## src/rtl/core/eos_pkg.sv

```systemverilog
// Shared types, field widths, register codes and reset values of the envelope onset slicer.
package eos_pkg;

   // Field widths of the stream and register payloads.
   localparam int SAMPLE_W = 24;
   localparam int COEFF_W  = 16;
   localparam int GUARD_W  = 16;
   localparam int THRESH_W = 24;
   localparam int CHAN_W   = 2;
   localparam int START_W  = 24;
   localparam int END_W    = 25;
   localparam int TOTAL_W  = 25;

   // Stream bus widths, padded to whole bytes.
   localparam int REQ_DATA_W = 48;
   localparam int RSP_DATA_W = 80;

   // Configuration port.
   localparam int CSR_INDEX_W = 3;
   localparam int CSR_DATA_W  = 24;

   // Defaults for the top-level parameters and fixed build choices.
   localparam int INDEX_BITS_DEFAULT = 24;
   localparam int MAX_CHANNELS       = 2;
   localparam int QUEUE_DEPTH        = 4;
   localparam int RESULT_DEPTH       = 4;

   // Reset values of the configuration registers.
   localparam logic [COEFF_W-1:0]  ATTACK_RESET    = 16'd64067;
   localparam logic [COEFF_W-1:0]  RELEASE_RESET   = 16'd65517;
   localparam logic [GUARD_W-1:0]  GUARD_RESET     = 16'd1764;
   localparam logic [THRESH_W-1:0] THRESHOLD_RESET = 24'd838861;
   localparam logic [CHAN_W-1:0]   CHANNELS_RESET  = 2'd2;

   typedef enum logic [CSR_INDEX_W-1:0] {
      CSR_ATTACK    = 3'd0,
      CSR_RELEASE   = 3'd1,
      CSR_GUARD     = 3'd2,
      CSR_THRESHOLD = 3'd3,
      CSR_CHANNELS  = 3'd4
   } csr_index_type;

   typedef struct packed {
      logic [COEFF_W-1:0]  attack_coeff;
      logic [COEFF_W-1:0]  release_coeff;
      logic [GUARD_W-1:0]  guard_length;
      logic [THRESH_W-1:0] onset_threshold;
      logic [CHAN_W-1:0]   channel_count;
   } cfg_type;

   // One classified frame: the averaged magnitude and the end-of-buffer mark.
   typedef struct packed {
      logic [SAMPLE_W-1:0] level;
      logic                final_frame;
   } item_type;

   typedef struct packed {
      logic [START_W-1:0] slice_start;
      logic [END_W-1:0]   slice_end;
      logic               slice_valid;
      logic               last_result;
      logic [TOTAL_W-1:0] total_slices;
   } result_type;

endpackage

```

## src/rtl/core/eos_front.sv

```systemverilog
// Front end: takes the magnitudes of a frame's samples and averages them by channel count.
module eos_front (
   input  logic signed [eos_pkg::SAMPLE_W-1:0] left_sample,
   input  logic signed [eos_pkg::SAMPLE_W-1:0] right_sample,
   input  logic                                final_frame,
   input  logic [eos_pkg::CHAN_W-1:0]          channel_count,
   output eos_pkg::item_type                   item
);

   logic [eos_pkg::SAMPLE_W-1:0] left_mag;
   logic [eos_pkg::SAMPLE_W-1:0] right_mag;
   logic [eos_pkg::SAMPLE_W:0]   mag_sum;
   logic                         stereo;

   // Two's complement negation; the most negative sample maps to 2^23, which still fits.
   assign left_mag  = left_sample[eos_pkg::SAMPLE_W-1]  ? (~left_sample + 1'b1)  : left_sample;
   assign right_mag = right_sample[eos_pkg::SAMPLE_W-1] ? (~right_sample + 1'b1) : right_sample;

   // Zero acts as one channel; anything above two is clamped to the build limit.
   assign stereo  = (channel_count >= 2'd2) && (eos_pkg::MAX_CHANNELS >= 2);
   assign mag_sum = {1'b0, left_mag} + {1'b0, right_mag};

   always_comb begin
      item.final_frame = final_frame;
      if (stereo) begin
         item.level = mag_sum[eos_pkg::SAMPLE_W:1];
      end else begin
         item.level = left_mag;
      end
   end

endmodule

```

## src/rtl/core/eos_queue.sv

```systemverilog
// Short register queue that decouples the front end from the envelope back end.
module eos_queue #(
   parameter int DEPTH = eos_pkg::QUEUE_DEPTH
) (
   input  logic              clock,
   input  logic              reset,
   input  logic              wr_valid,
   output logic              wr_ready,
   input  eos_pkg::item_type wr_item,
   output logic              rd_valid,
   input  logic              rd_ready,
   output eos_pkg::item_type rd_item
);

   localparam int PTR_W = (DEPTH > 1) ? $clog2(DEPTH) : 1;
   localparam int CNT_W = $clog2(DEPTH + 1);

   eos_pkg::item_type mem_ff [DEPTH];
   logic [PTR_W-1:0]  wr_ptr_ff, wr_ptr_in;
   logic [PTR_W-1:0]  rd_ptr_ff, rd_ptr_in;
   logic [CNT_W-1:0]  count_ff, count_in;
   logic              push;
   logic              pop;

   assign wr_ready = (count_ff != CNT_W'(DEPTH));
   assign rd_valid = (count_ff != '0);
   assign rd_item  = mem_ff[rd_ptr_ff];
   assign push     = wr_valid && wr_ready;
   assign pop      = rd_valid && rd_ready;

   always_comb begin
      wr_ptr_in = wr_ptr_ff;
      rd_ptr_in = rd_ptr_ff;
      if (push) begin
         wr_ptr_in = (wr_ptr_ff == PTR_W'(DEPTH - 1)) ? '0 : wr_ptr_ff + 1'b1;
      end
      if (pop) begin
         rd_ptr_in = (rd_ptr_ff == PTR_W'(DEPTH - 1)) ? '0 : rd_ptr_ff + 1'b1;
      end
      count_in = count_ff + CNT_W'(push) - CNT_W'(pop);
   end

   always_ff @(posedge clock) begin
      if (reset) begin
         wr_ptr_ff <= '0;
         rd_ptr_ff <= '0;
         count_ff  <= '0;
      end else begin
         wr_ptr_ff <= wr_ptr_in;
         rd_ptr_ff <= rd_ptr_in;
         count_ff  <= count_in;
      end
   end

   always_ff @(posedge clock) begin
      if (push) begin
         mem_ff[wr_ptr_ff] <= wr_item;
      end
   end

endmodule

```

## src/rtl/core/eos_back.sv

```systemverilog
// Back end: envelope follower, onset detection, slice bookkeeping and the result buffer.
module eos_back #(
   parameter int INDEX_BITS = eos_pkg::INDEX_BITS_DEFAULT
) (
   input  logic               clock,
   input  logic               reset,
   input  eos_pkg::cfg_type   cfg,
   input  logic               item_valid,
   output logic               item_ready,
   input  eos_pkg::item_type  item,
   output logic               rsp_valid,
   input  logic               rsp_ready,
   output eos_pkg::result_type rsp
);

   // Wide enough for any frame index plus one.
   localparam int WIDE_W = 33;
   localparam int RB_PTR_W = $clog2(eos_pkg::RESULT_DEPTH);
   localparam int RB_CNT_W = $clog2(eos_pkg::RESULT_DEPTH + 1);
   localparam logic [INDEX_BITS-1:0] INDEX_MAX = {INDEX_BITS{1'b1}};

   // Slicer state.
   logic [eos_pkg::SAMPLE_W-1:0] env_ff, env_in;
   logic                         prev_above_ff, prev_above_in;
   logic [eos_pkg::GUARD_W-1:0]  guard_ff, guard_in;
   logic [INDEX_BITS-1:0]        index_ff, index_in;
   logic [eos_pkg::START_W-1:0]  open_start_ff, open_start_in;
   logic                         open_ff, open_in;
   logic [eos_pkg::TOTAL_W-1:0]  total_ff, total_in;

   // Result buffer.
   eos_pkg::result_type rb_mem_ff [eos_pkg::RESULT_DEPTH];
   logic [RB_PTR_W-1:0] rb_wr_ptr_ff, rb_wr_ptr_in;
   logic [RB_PTR_W-1:0] rb_rd_ptr_ff, rb_rd_ptr_in;
   logic [RB_CNT_W-1:0] rb_count_ff, rb_count_in;
   logic [RB_PTR_W-1:0] rb_wr_ptr_next;

   logic                         pop;
   logic                         drain;
   logic                         rising;
   logic [eos_pkg::SAMPLE_W-1:0] diff;
   logic [eos_pkg::COEFF_W:0]    mul_a;
   logic [eos_pkg::SAMPLE_W-1:0] mul_b;
   logic [40:0]                  product;
   logic [40:0]                  rounded;
   logic [eos_pkg::SAMPLE_W:0]   env_sum;
   logic [eos_pkg::SAMPLE_W-1:0] env_new;
   logic                         above;
   logic [WIDE_W-1:0]            index_wide;
   logic [WIDE_W-1:0]            index_plus;

   eos_pkg::result_type onset_res, close_res, wr0_res;
   logic                onset_v, close_v, wr0_en, wr1_en;

   function automatic logic [RB_PTR_W-1:0] ptr_next(input logic [RB_PTR_W-1:0] p);
      ptr_next = (p == RB_PTR_W'(eos_pkg::RESULT_DEPTH - 1)) ? '0 : p + 1'b1;
   endfunction

   // Take an item only when the buffer can hold the two results it may cause.
   assign item_ready = (rb_count_ff <= RB_CNT_W'(eos_pkg::RESULT_DEPTH - 2));
   assign pop        = item_valid && item_ready;

   // Rising: a*env + (1-a)*avg = env + (1-a)*(avg-env), so one multiplier serves both cases.
   assign rising  = (item.level > env_ff);
   assign diff    = item.level - env_ff;
   assign mul_a   = rising ? (17'h10000 - {1'b0, cfg.attack_coeff}) : {1'b0, cfg.release_coeff};
   assign mul_b   = rising ? diff : env_ff;
   assign product = 41'(mul_a) * 41'(mul_b);
   assign rounded = product + (rising ? 41'h8000 : 41'h0);
   assign env_sum = rising ? ({1'b0, env_ff} + rounded[40:16]) : rounded[40:16];
   assign env_new = env_sum[eos_pkg::SAMPLE_W-1:0];
   assign above   = (env_new > cfg.onset_threshold);

   assign index_wide = WIDE_W'(index_ff);
   assign index_plus = index_wide + 1'b1;

   always_comb begin
      env_in        = env_ff;
      prev_above_in = prev_above_ff;
      guard_in      = guard_ff;
      index_in      = index_ff;
      open_start_in = open_start_ff;
      open_in       = open_ff;
      total_in      = total_ff;
      onset_res     = '0;
      close_res     = '0;
      onset_v       = 1'b0;
      close_v       = 1'b0;
      if (pop) begin
         env_in = env_new;
         if (guard_ff != '0) begin
            guard_in = guard_ff - 1'b1;
         end else if (above && !prev_above_ff) begin
            // A new onset closes the slice that the previous onset opened.
            if (open_ff) begin
               onset_v               = 1'b1;
               onset_res.slice_start = open_start_ff;
               onset_res.slice_end   = index_wide[eos_pkg::END_W-1:0];
               onset_res.slice_valid = 1'b1;
            end
            open_start_in = index_wide[eos_pkg::START_W-1:0];
            open_in       = 1'b1;
            if (total_ff != '1) begin
               total_in = total_ff + 1'b1;
            end
            guard_in = cfg.guard_length;
         end
         prev_above_in = above;
         if (item.final_frame) begin
            close_v                = 1'b1;
            close_res.last_result  = 1'b1;
            close_res.total_slices = total_in;
            if (open_in) begin
               close_res.slice_start = open_start_in;
               close_res.slice_end   = index_plus[eos_pkg::END_W-1:0];
               close_res.slice_valid = 1'b1;
            end
            env_in        = '0;
            prev_above_in = 1'b0;
            guard_in      = '0;
            index_in      = '0;
            open_start_in = '0;
            open_in       = 1'b0;
            total_in      = '0;
         end else if (index_ff != INDEX_MAX) begin
            index_in = index_ff + 1'b1;
         end
      end
   end

   // Onset result goes first; the closing result follows in the next slot.
   assign wr0_en         = onset_v || close_v;
   assign wr1_en         = onset_v && close_v;
   assign wr0_res        = onset_v ? onset_res : close_res;
   assign rb_wr_ptr_next = ptr_next(rb_wr_ptr_ff);
   assign drain          = rsp_valid && rsp_ready;
   assign rsp_valid      = (rb_count_ff != '0);
   assign rsp            = rb_mem_ff[rb_rd_ptr_ff];

   always_comb begin
      rb_wr_ptr_in = rb_wr_ptr_ff;
      if (wr1_en) begin
         rb_wr_ptr_in = ptr_next(rb_wr_ptr_next);
      end else if (wr0_en) begin
         rb_wr_ptr_in = rb_wr_ptr_next;
      end
      rb_rd_ptr_in = drain ? ptr_next(rb_rd_ptr_ff) : rb_rd_ptr_ff;
      rb_count_in  = rb_count_ff + RB_CNT_W'(wr0_en) + RB_CNT_W'(wr1_en) - RB_CNT_W'(drain);
   end

   always_ff @(posedge clock) begin
      if (reset) begin
         env_ff        <= '0;
         prev_above_ff <= 1'b0;
         guard_ff      <= '0;
         index_ff      <= '0;
         open_start_ff <= '0;
         open_ff       <= 1'b0;
         total_ff      <= '0;
         rb_wr_ptr_ff  <= '0;
         rb_rd_ptr_ff  <= '0;
         rb_count_ff   <= '0;
      end else begin
         env_ff        <= env_in;
         prev_above_ff <= prev_above_in;
         guard_ff      <= guard_in;
         index_ff      <= index_in;
         open_start_ff <= open_start_in;
         open_ff       <= open_in;
         total_ff      <= total_in;
         rb_wr_ptr_ff  <= rb_wr_ptr_in;
         rb_rd_ptr_ff  <= rb_rd_ptr_in;
         rb_count_ff   <= rb_count_in;
      end
   end

   always_ff @(posedge clock) begin
      if (wr0_en) begin
         rb_mem_ff[rb_wr_ptr_ff] <= wr0_res;
      end
      if (wr1_en) begin
         rb_mem_ff[rb_wr_ptr_next] <= close_res;
      end
   end

endmodule

```

## src/rtl/core/envelope_onset_slicer.sv

```systemverilog
// Top level of the envelope onset slicer: configuration registers and the front/back split.
//
//   Channel   Direction  Handshake            Payload
//   req_*     in         req_tvalid/tready    tdata = left_sample, right_sample; tlast = final_frame
//   rsp_*     out        rsp_tvalid/tready    tdata = slice_start, slice_end, total_slices;
//                                             tuser = slice_valid; tlast = last_result
//   csr_*     in         csr_we               csr_index selects the register, csr_wdata the value
//
// Flow: one frame is accepted per cycle while the queue has room. The envelope recurrence, one
// multiply-add and the threshold compare are combinational in the back end, so the back end also takes
// one frame per cycle while its four-entry result buffer has room for two results.
// Results leave at one per cycle while rsp_tready is high; a frame that causes both an onset result
// and a closing result therefore occupies two transfers of the result channel.
// An accepted frame is registered in the queue, and its results in the result buffer before they leave.
// Reset is synchronous and active high; it restores the register defaults and clears all state.
// Stalls: the four-entry queue between front and back absorbs short result-side stalls, and
// req_tready falls only when that queue is full.
module envelope_onset_slicer #(
   parameter int INDEX_BITS = eos_pkg::INDEX_BITS_DEFAULT
) (
   input  logic                               clock,
   input  logic                               reset,
   // Frame input.
   input  logic                               req_tvalid,
   output logic                               req_tready,
   input  logic [eos_pkg::REQ_DATA_W-1:0]     req_tdata,   // [23:0] left_sample, [47:24] right_sample
   input  logic                               req_tlast,   // final_frame
   // Slice results.
   output logic                               rsp_tvalid,
   input  logic                               rsp_tready,
   output logic [eos_pkg::RSP_DATA_W-1:0]     rsp_tdata,   // [23:0] slice_start, [48:24] slice_end,
                                                           // [73:49] total_slices, [79:74] zero
   output logic                               rsp_tuser,   // slice_valid
   output logic                               rsp_tlast,   // last_result
   // Register writes.
   input  logic                               csr_we,
   input  logic [eos_pkg::CSR_INDEX_W-1:0]    csr_index,
   input  logic [eos_pkg::CSR_DATA_W-1:0]     csr_wdata
);

   eos_pkg::cfg_type    cfg_ff, cfg_in;
   eos_pkg::item_type   front_item;
   eos_pkg::item_type   queue_item;
   eos_pkg::result_type result;
   logic                queue_valid;
   logic                queue_ready;

   // Register file. Writes to unused indexes are dropped.
   always_comb begin
      cfg_in = cfg_ff;
      if (csr_we) begin
         case (eos_pkg::csr_index_type'(csr_index))
            eos_pkg::CSR_ATTACK: begin
               cfg_in.attack_coeff = csr_wdata[eos_pkg::COEFF_W-1:0];
            end
            eos_pkg::CSR_RELEASE: begin
               cfg_in.release_coeff = csr_wdata[eos_pkg::COEFF_W-1:0];
            end
            eos_pkg::CSR_GUARD: begin
               cfg_in.guard_length = csr_wdata[eos_pkg::GUARD_W-1:0];
            end
            eos_pkg::CSR_THRESHOLD: begin
               cfg_in.onset_threshold = csr_wdata[eos_pkg::THRESH_W-1:0];
            end
            eos_pkg::CSR_CHANNELS: begin
               cfg_in.channel_count = csr_wdata[eos_pkg::CHAN_W-1:0];
            end
            default: begin
               cfg_in = cfg_ff;
            end
         endcase
      end
   end

   always_ff @(posedge clock) begin
      if (reset) begin
         cfg_ff.attack_coeff    <= eos_pkg::ATTACK_RESET;
         cfg_ff.release_coeff   <= eos_pkg::RELEASE_RESET;
         cfg_ff.guard_length    <= eos_pkg::GUARD_RESET;
         cfg_ff.onset_threshold <= eos_pkg::THRESHOLD_RESET;
         cfg_ff.channel_count   <= eos_pkg::CHANNELS_RESET;
      end else begin
         cfg_ff <= cfg_in;
      end
   end

   // The front end reduces each frame to one averaged magnitude before it is queued.
   eos_front u_front (
      .left_sample   (req_tdata[23:0]),
      .right_sample  (req_tdata[47:24]),
      .final_frame   (req_tlast),
      .channel_count (cfg_ff.channel_count),
      .item          (front_item)
   );

   eos_queue #(
      .DEPTH (eos_pkg::QUEUE_DEPTH)
   ) u_queue (
      .clock    (clock),
      .reset    (reset),
      .wr_valid (req_tvalid),
      .wr_ready (req_tready),
      .wr_item  (front_item),
      .rd_valid (queue_valid),
      .rd_ready (queue_ready),
      .rd_item  (queue_item)
   );

   // The back end owns the envelope and slice state and buffers results for the output.
   eos_back #(
      .INDEX_BITS (INDEX_BITS)
   ) u_back (
      .clock      (clock),
      .reset      (reset),
      .cfg        (cfg_ff),
      .item_valid (queue_valid),
      .item_ready (queue_ready),
      .item       (queue_item),
      .rsp_valid  (rsp_tvalid),
      .rsp_ready  (rsp_tready),
      .rsp        (result)
   );

   assign rsp_tdata = {6'd0, result.total_slices, result.slice_end, result.slice_start};
   assign rsp_tuser = result.slice_valid;
   assign rsp_tlast = result.last_result;

endmodule

```

## config.mk

```make
export PLATFORM = sky130hd
export DESIGN_NAME = envelope_onset_slicer
export DESIGN_NICKNAME = d
export VERILOG_FILES = /design/src/rtl/core/eos_pkg.sv /design/src/rtl/core/eos_front.sv /design/src/rtl/core/eos_queue.sv /design/src/rtl/core/eos_back.sv /design/src/rtl/core/envelope_onset_slicer.sv
export SDC_FILE = /design/constraint.sdc
export NUM_CORES = 2
export LEC_CHECK = 0
export BUFFER_PORTS_ARGS = -buffer_cell sky130_fd_sc_hd__buf_2
export CORE_ASPECT_RATIO = 1.25
export CORE_MARGIN = 3
export CORE_UTILIZATION = 50
export DETAILED_ROUTE_END_ITERATION = 10
export PLACE_DENSITY = 0.69
export SLEW_MARGIN = 20
export SYNTH_ARGS = -nofsm -noshare
export SYNTH_HDL_FRONTEND = slang
export SYNTH_SLANG_ARGS = --single-unit
```

## constraint.sdc

```tcl
create_clock -name clock -period 14 [get_ports clock]
set_input_delay 2.8 -clock clock [delete_from_list [all_inputs] [get_ports clock]]
set_output_delay 2.8 -clock clock [all_outputs]
set_load 0.005 [all_outputs]
```

* After elaboration in Yosys (flattened, before gate mapping)
Memory sizes are Yosys's and may differ from the RTL's. A register that Yosys moved wholly into a read port is not among the register bits. Cells that the tools add are included.
Storage, ports and cells: memory bits (writable) 404, output and inout bits 84, flip-flop bits (word level) 203, memories kept 2
Operators by class: equal/unequal tests 12, reduce and logical (&&, ||, !) cells 21, multipliers 1, mux-type cells 56, bitwise logic cells 2, $lt $le $gt $ge 4, add/sub/neg operators 21
Memories:
- u_back.rb_mem_ff | depth 4, bits a word 76, rd ports 1, clocked after memory_dff 1, write ports 2, RTL line eos_back.sv:32 | eos_pkg::result_type rb_mem_ff [eos_pkg::RESULT_DEPTH];
- u_queue.mem_ff | depth 4, bits a word 25, rd ports 1, clocked after memory_dff 1, write ports 1, RTL line eos_queue.sv:18 | eos_pkg::item_type mem_ff [DEPTH];
Operators with widths (count):
- $mux 24 | 11
- $mux 50 | 5
- $mux 76 | 3
- $mux 25 | 4
- $add 24x1->24 const B | 3
- $mux 16 | 4
- $gt 24x24->1 | 2
- $not 24->24 | 2
- $add 40x40->40 | 1
- $mul 17x24->40 | 1
- $add 24x1->25 const B | 1
- $add 24x24->25 | 1
- $add 25x1->25 const B | 1
- $ne 25x25->1 const B | 1
- $add 24x24->24 | 1
- $ne 24x24->1 const B | 1
- $sub 24x24->24 | 1
- $mux 2 | 11
- $mux 1 | 17
- $mux 17 | 1
- $sub 17x16->17 const A | 1
- $reduce_bool 16->1 | 1
- $sub 16x1->16 const B | 1
- $reduce_and 2->1 | 7
- other kinds (16) | 35

* Logic depth before layout (Yosys ltp)
word-level depth 15, gate-level depth with buffers 70, depth with buffers taken out 65

* Modules after synthesis
A second synthesis with hierarchy kept.
Second synthesis, totals: cell total of the unflattened synthesis 4813, area total of the unflattened synthesis 47703.3 sq um
Modules (own cells, without submodules):
- eos_back | area each 37880.1 sq um, cells an instance 3934, instances 1, sequential area each 11611.1 sq um
- eos_queue | area each 4088.9 sq um, cells an instance 180, instances 1, sequential area each 3183.1 sq um
- envelope_onset_slicer | area each 2996.6 sq um, cells an instance 295, instances 1, sequential area each 1481.4 sq um
- eos_front | area each 2737.6 sq um, cells an instance 404, instances 1, sequential area each 0.0 sq um

* Least setup slack after synthesis
No wires, ideal clock.
kind reg2reg, start point reg (tool-made name), end point mem u_back.rb_mem_ff[3][0] (netlist name) (enable), path slack -1.517 ns, cell stages (with the launch flop) 57, period minus slack after synthesis 15.517 ns, required time 13.558 ns, arrival 15.075 ns, library setup time 0.442 ns, cells stage by stage dfxtp_1 clkbuf_1 buf_1 mux4_2 ha_1 o21a_1 o21ai_0 nand2b_1 a21oi_1 or2_2 nand2_1 inv_2 buf_1 mux2i_1 clkbuf_1 nor2_1 fa_1 inv_1 (+21 left out) o211ai_1 a221o_1 a21o_1 a2111oi_0 o41ai_1 xor2_1 nand2_1 o21ai_0 ha_1 nand3_1 o21ai_0 nor2_1 a21oi_1 o2111ai_1 buf_4 buf_2 o31ai_2 a22o_1
RTL lines (RTL line):
- end, declared | eos_back.sv:32

==> flow_metrics.env <==
export IMPL_drive_above_1_share_pct=19.70
export IMPL_nNetsFinal=5716
export IMPL_routed_via_density=5.847
export IMPL_crit_slowest_cell="fa_1"
export IMPL_yosys_register_bits=610
export IMPL_synth_edf_count=404
export IMPL_outcome="finished, final reports clean"
export IMPL_rows=123
export IMPL_fmax_ghz=0.07367
export IMPL_grt_max_degree=70
export IMPL_synth_xor_area_share_pct=3.351
export IMPL_min_period_ns=13.57
export IMPL_start_kind="flop"
export IMPL_grt_pass1_wl_um=205900
export IMPL_critPathMaxStageDelay_ns=0.54
export IMPL_pin_count=165
export IMPL_die_w_um=276.1
export IMPL_finalHoldViolations=0
export IMPL_synth_top_flop_cell="edfxtp_1"
export IMPL_clockRootBuffer="clkbuf_16"
export IMPL_drt_iter0_drc=3290
export IMPL_crit_top_cell="fa_1"
export IMPL_cts_made_buffers=66
export IMPL_slew_headroom_pct=23.01
export IMPL_synth_fa_ha_area_share_pct=21.44
export IMPL_setup_viol=0
export IMPL_top_signal_layer_used="met5"
export IMPL_dieArea_um2=94870
export IMPL_core_area_um2=90180
export IMPL_cts_tree="built"
export IMPL_hold_class="flop to flop"
export IMPL_syn_area_per_cell_um2=9.837
export IMPL_async_flop_share_pct=0
export IMPL_ant_nets=0
export IMPL_routabilityCongestion=0.9879
export IMPL_met1Wirelength_um=49460
export IMPL_cts_clk_slew_worst_paths_ns=0.06
export IMPL_fin_crit_sh_pct=96.96
export IMPL_critPathRequiredTime_ns=14.49
export IMPL_gr_total_overflow=0
export IMPL_grt_pass1_vias=37010
export IMPL_clk_latency_ns=0.63
export IMPL_synth_compound_area_share_pct=13.45
export IMPL_max_cap_viol_count=0
export IMPL_clockBufferDepth=3
export IMPL_die_y_um=343.6
export IMPL_dr_pass1_iters=6
export IMPL_wl_met2_um=66490
export IMPL_skew_ns=0.03955
export IMPL_cts_hold_buf=0
export IMPL_worstPathArrival_ns=14.07
export IMPL_finalWirelength_um=133700
export IMPL_synth_top_family_by_area="adder cells"
export IMPL_area_growth_pct=18.69
export IMPL_critPathCaptureType="flop"
export IMPL_dpl_hpwl_um=100400
export IMPL_ys_seq_area_share_pct=35.65
export IMPL_h_tree_depth=3
export IMPL_worstMarginPinSlew_ns=1.152
export IMPL_cts_sinks=610
export IMPL_antenna_found_initial=10
export IMPL_port_buffers=158
export IMPL_vias=36850
export IMPL_syn_inst=4635
export IMPL_synth_distinct_cells=84
export IMPL_utilization_pct=60.01
export IMPL_post_route_drc_count=0
export IMPL_wire_per_inst_um=21.22
export IMPL_final_max_slew_viol_count=0
export IMPL_ys_warn_count=0
export IMPL_critPathMaxFanout=5
export IMPL_synth_simple_area_share_pct=13.55
export IMPL_synth_area_um2=45590
export IMPL_routed_wl_met3_um=9038
export IMPL_worstSetupPathType="flop to flop"
export IMPL_start_util_pct=50.56
export IMPL_grt_usage_pct=27.68
export IMPL_synthMuxAreaShare_pct=6.084
synthesized netlist by cell type (69+ instances only):
master / count / share of area (%)
ha_1: 247 / 6.8
a21oi_1: 218 / 2.4
edfxtp_1: 404 / 27
mux4_2: 101 / 5.0
xnor2_1: 109 / 2.1
inv_1: 497 / 4.1
clkbuf_1: 193 / 1.6
dfxtp_1: 206 / 9.0
nor2_1: 473 / 3.9
a21o_1: 72 / 1.2
o21ai_0: 314 / 3.4
nand2_1: 570 / 4.7
fa_1: 334 / 15
a32o_1: 69 / 1.5
through the flow:
stage          instance area (µm²)  setup TNS (ns)  setup slack [ns]  hold WS (ns)  instances
3_3_place_gp                 50820          -51.80           -0.4629        0.4423       6146
6_report                     54120               0            0.4254        0.4552       6303
3_5_place_dp                 50820          -15.02           -0.3892        0.4495       6146
4_1_cts                      53080               0          0.009097        0.4583       6268
5_1_grt                      54090          -1.066           -0.1177        0.4749       6294
2_1_floorplan                45640               0           0.01038        0.4324       4640
path summary, 6_finish.rpt:
path | from | end | slack (ns) | cells after the start
setup reg to reg | flop | u_back.rb_count_ff[1] | 0.43 | 60
hold reg to reg | cfg_ff[40] | cfg_ff[40] | 0.46 | 2
setup / recovery | flop | u_back.rb_count_ff[1] | 0.43 | 60
hold / removal | cfg_ff[40] | cfg_ff[40] | 0.46 | 2
timing repair:
action                     in CTS  in global routing
gates cloned                    0                  4
resized for setup              16                162
pin swaps                       1                 68
setup endpoints to repair     596                679
buffers inserted                1                 22
worst max-delay path, delay by kind of cell (launching register included):
| family | cells | cell delay, ns |
|---|---|---|
| muxes | 1 | 0.53 |
| xor gates and xnor gates | 3 | 0.63 |
| adders and majority gates | 13 | 5.14 |
| and+or+nand+nor | 10 | 1.43 |
| buffers and inverters | 11 | 1.24 |
| AOI/OAI and AO/OA | 22 | 4.07 |
| DFF | 1 | 0.43 |
cell families after synthesis:
group                    count (synthesis)
other                                    1
multiplexers                           149
AND/OR/NAND/NOR                       1404
XOR/XNOR                               171
AO/OA/AOI/OAI                          956
flip-flops                             610
adder cells (fa/ha/maj)                581
buffers and inverters                  763
cell type report:
type / count / area [µm²]
sequential: 610 / 16270
tap: 1187 / 1485
fill: 7569 / 36070
antenna: 9 / 22.52
clock buffer: 88 / 1784
clock inverter: 33 / 402.9
multi-input combinational: 3267 / 27290
inverter: 499 / 1878
timing repair buffer: 610 / 4989
state kept, by name, indices dropped and copies added (netlist names), 2 cells and up, named ones only:
| signal | cells |
|---|---|
| u_back.rb_mem_ff | 304 |
| u_queue.mem_ff | 100 |
| cfg_ff | 73 |
| u_back.total_ff | 25 |
| u_back.env_ff | 24 |
| u_back.index_ff | 24 |
| u_back.open_start_ff | 24 |
| u_back.guard_ff | 16 |
| u_back.rb_count_ff | 3 |
| u_queue.count_ff | 3 |
| u_back.rb_rd_ptr_ff | 2 |
| u_back.rb_wr_ptr_ff | 2 |
| u_queue.rd_ptr_ff | 2 |
| u_queue.wr_ptr_ff | 2 |
routing by layer:
metal | up-vias | global-route usage (%)
met2 | 1543 | 48.70
met3 | 365 | 3.244
met5 | - | 0
li1 | 16850 | -
met1 | 18090 | 33.11
met4 | 6 | 15.58
cells in the final DEF, fill, tap and decap left out, types with 29 or more instances in the layout:
master	n
nand2_1	560
inv_1	494
nor2_1	464
edfxtp_1	404
buf_4	382
fa_1	332
o21ai_0	300
ha_1	235
dfxtp_1	202
a21oi_1	189
buf_2	157
mux4_2	101
xnor2_1	96
clkbuf_16	70
a21o_1	69
a32o_1	69
a22o_1	61
xor2_1	57
nand3_1	55
nor3_1	53
buf_12	53
and3_1	37
nand2b_1	32
mux2i_1	29
or3_1	29
Power is left out: the tool's default activity adds up to more than one toggle a clock period on the data nets, which glitch-free logic cannot reach.
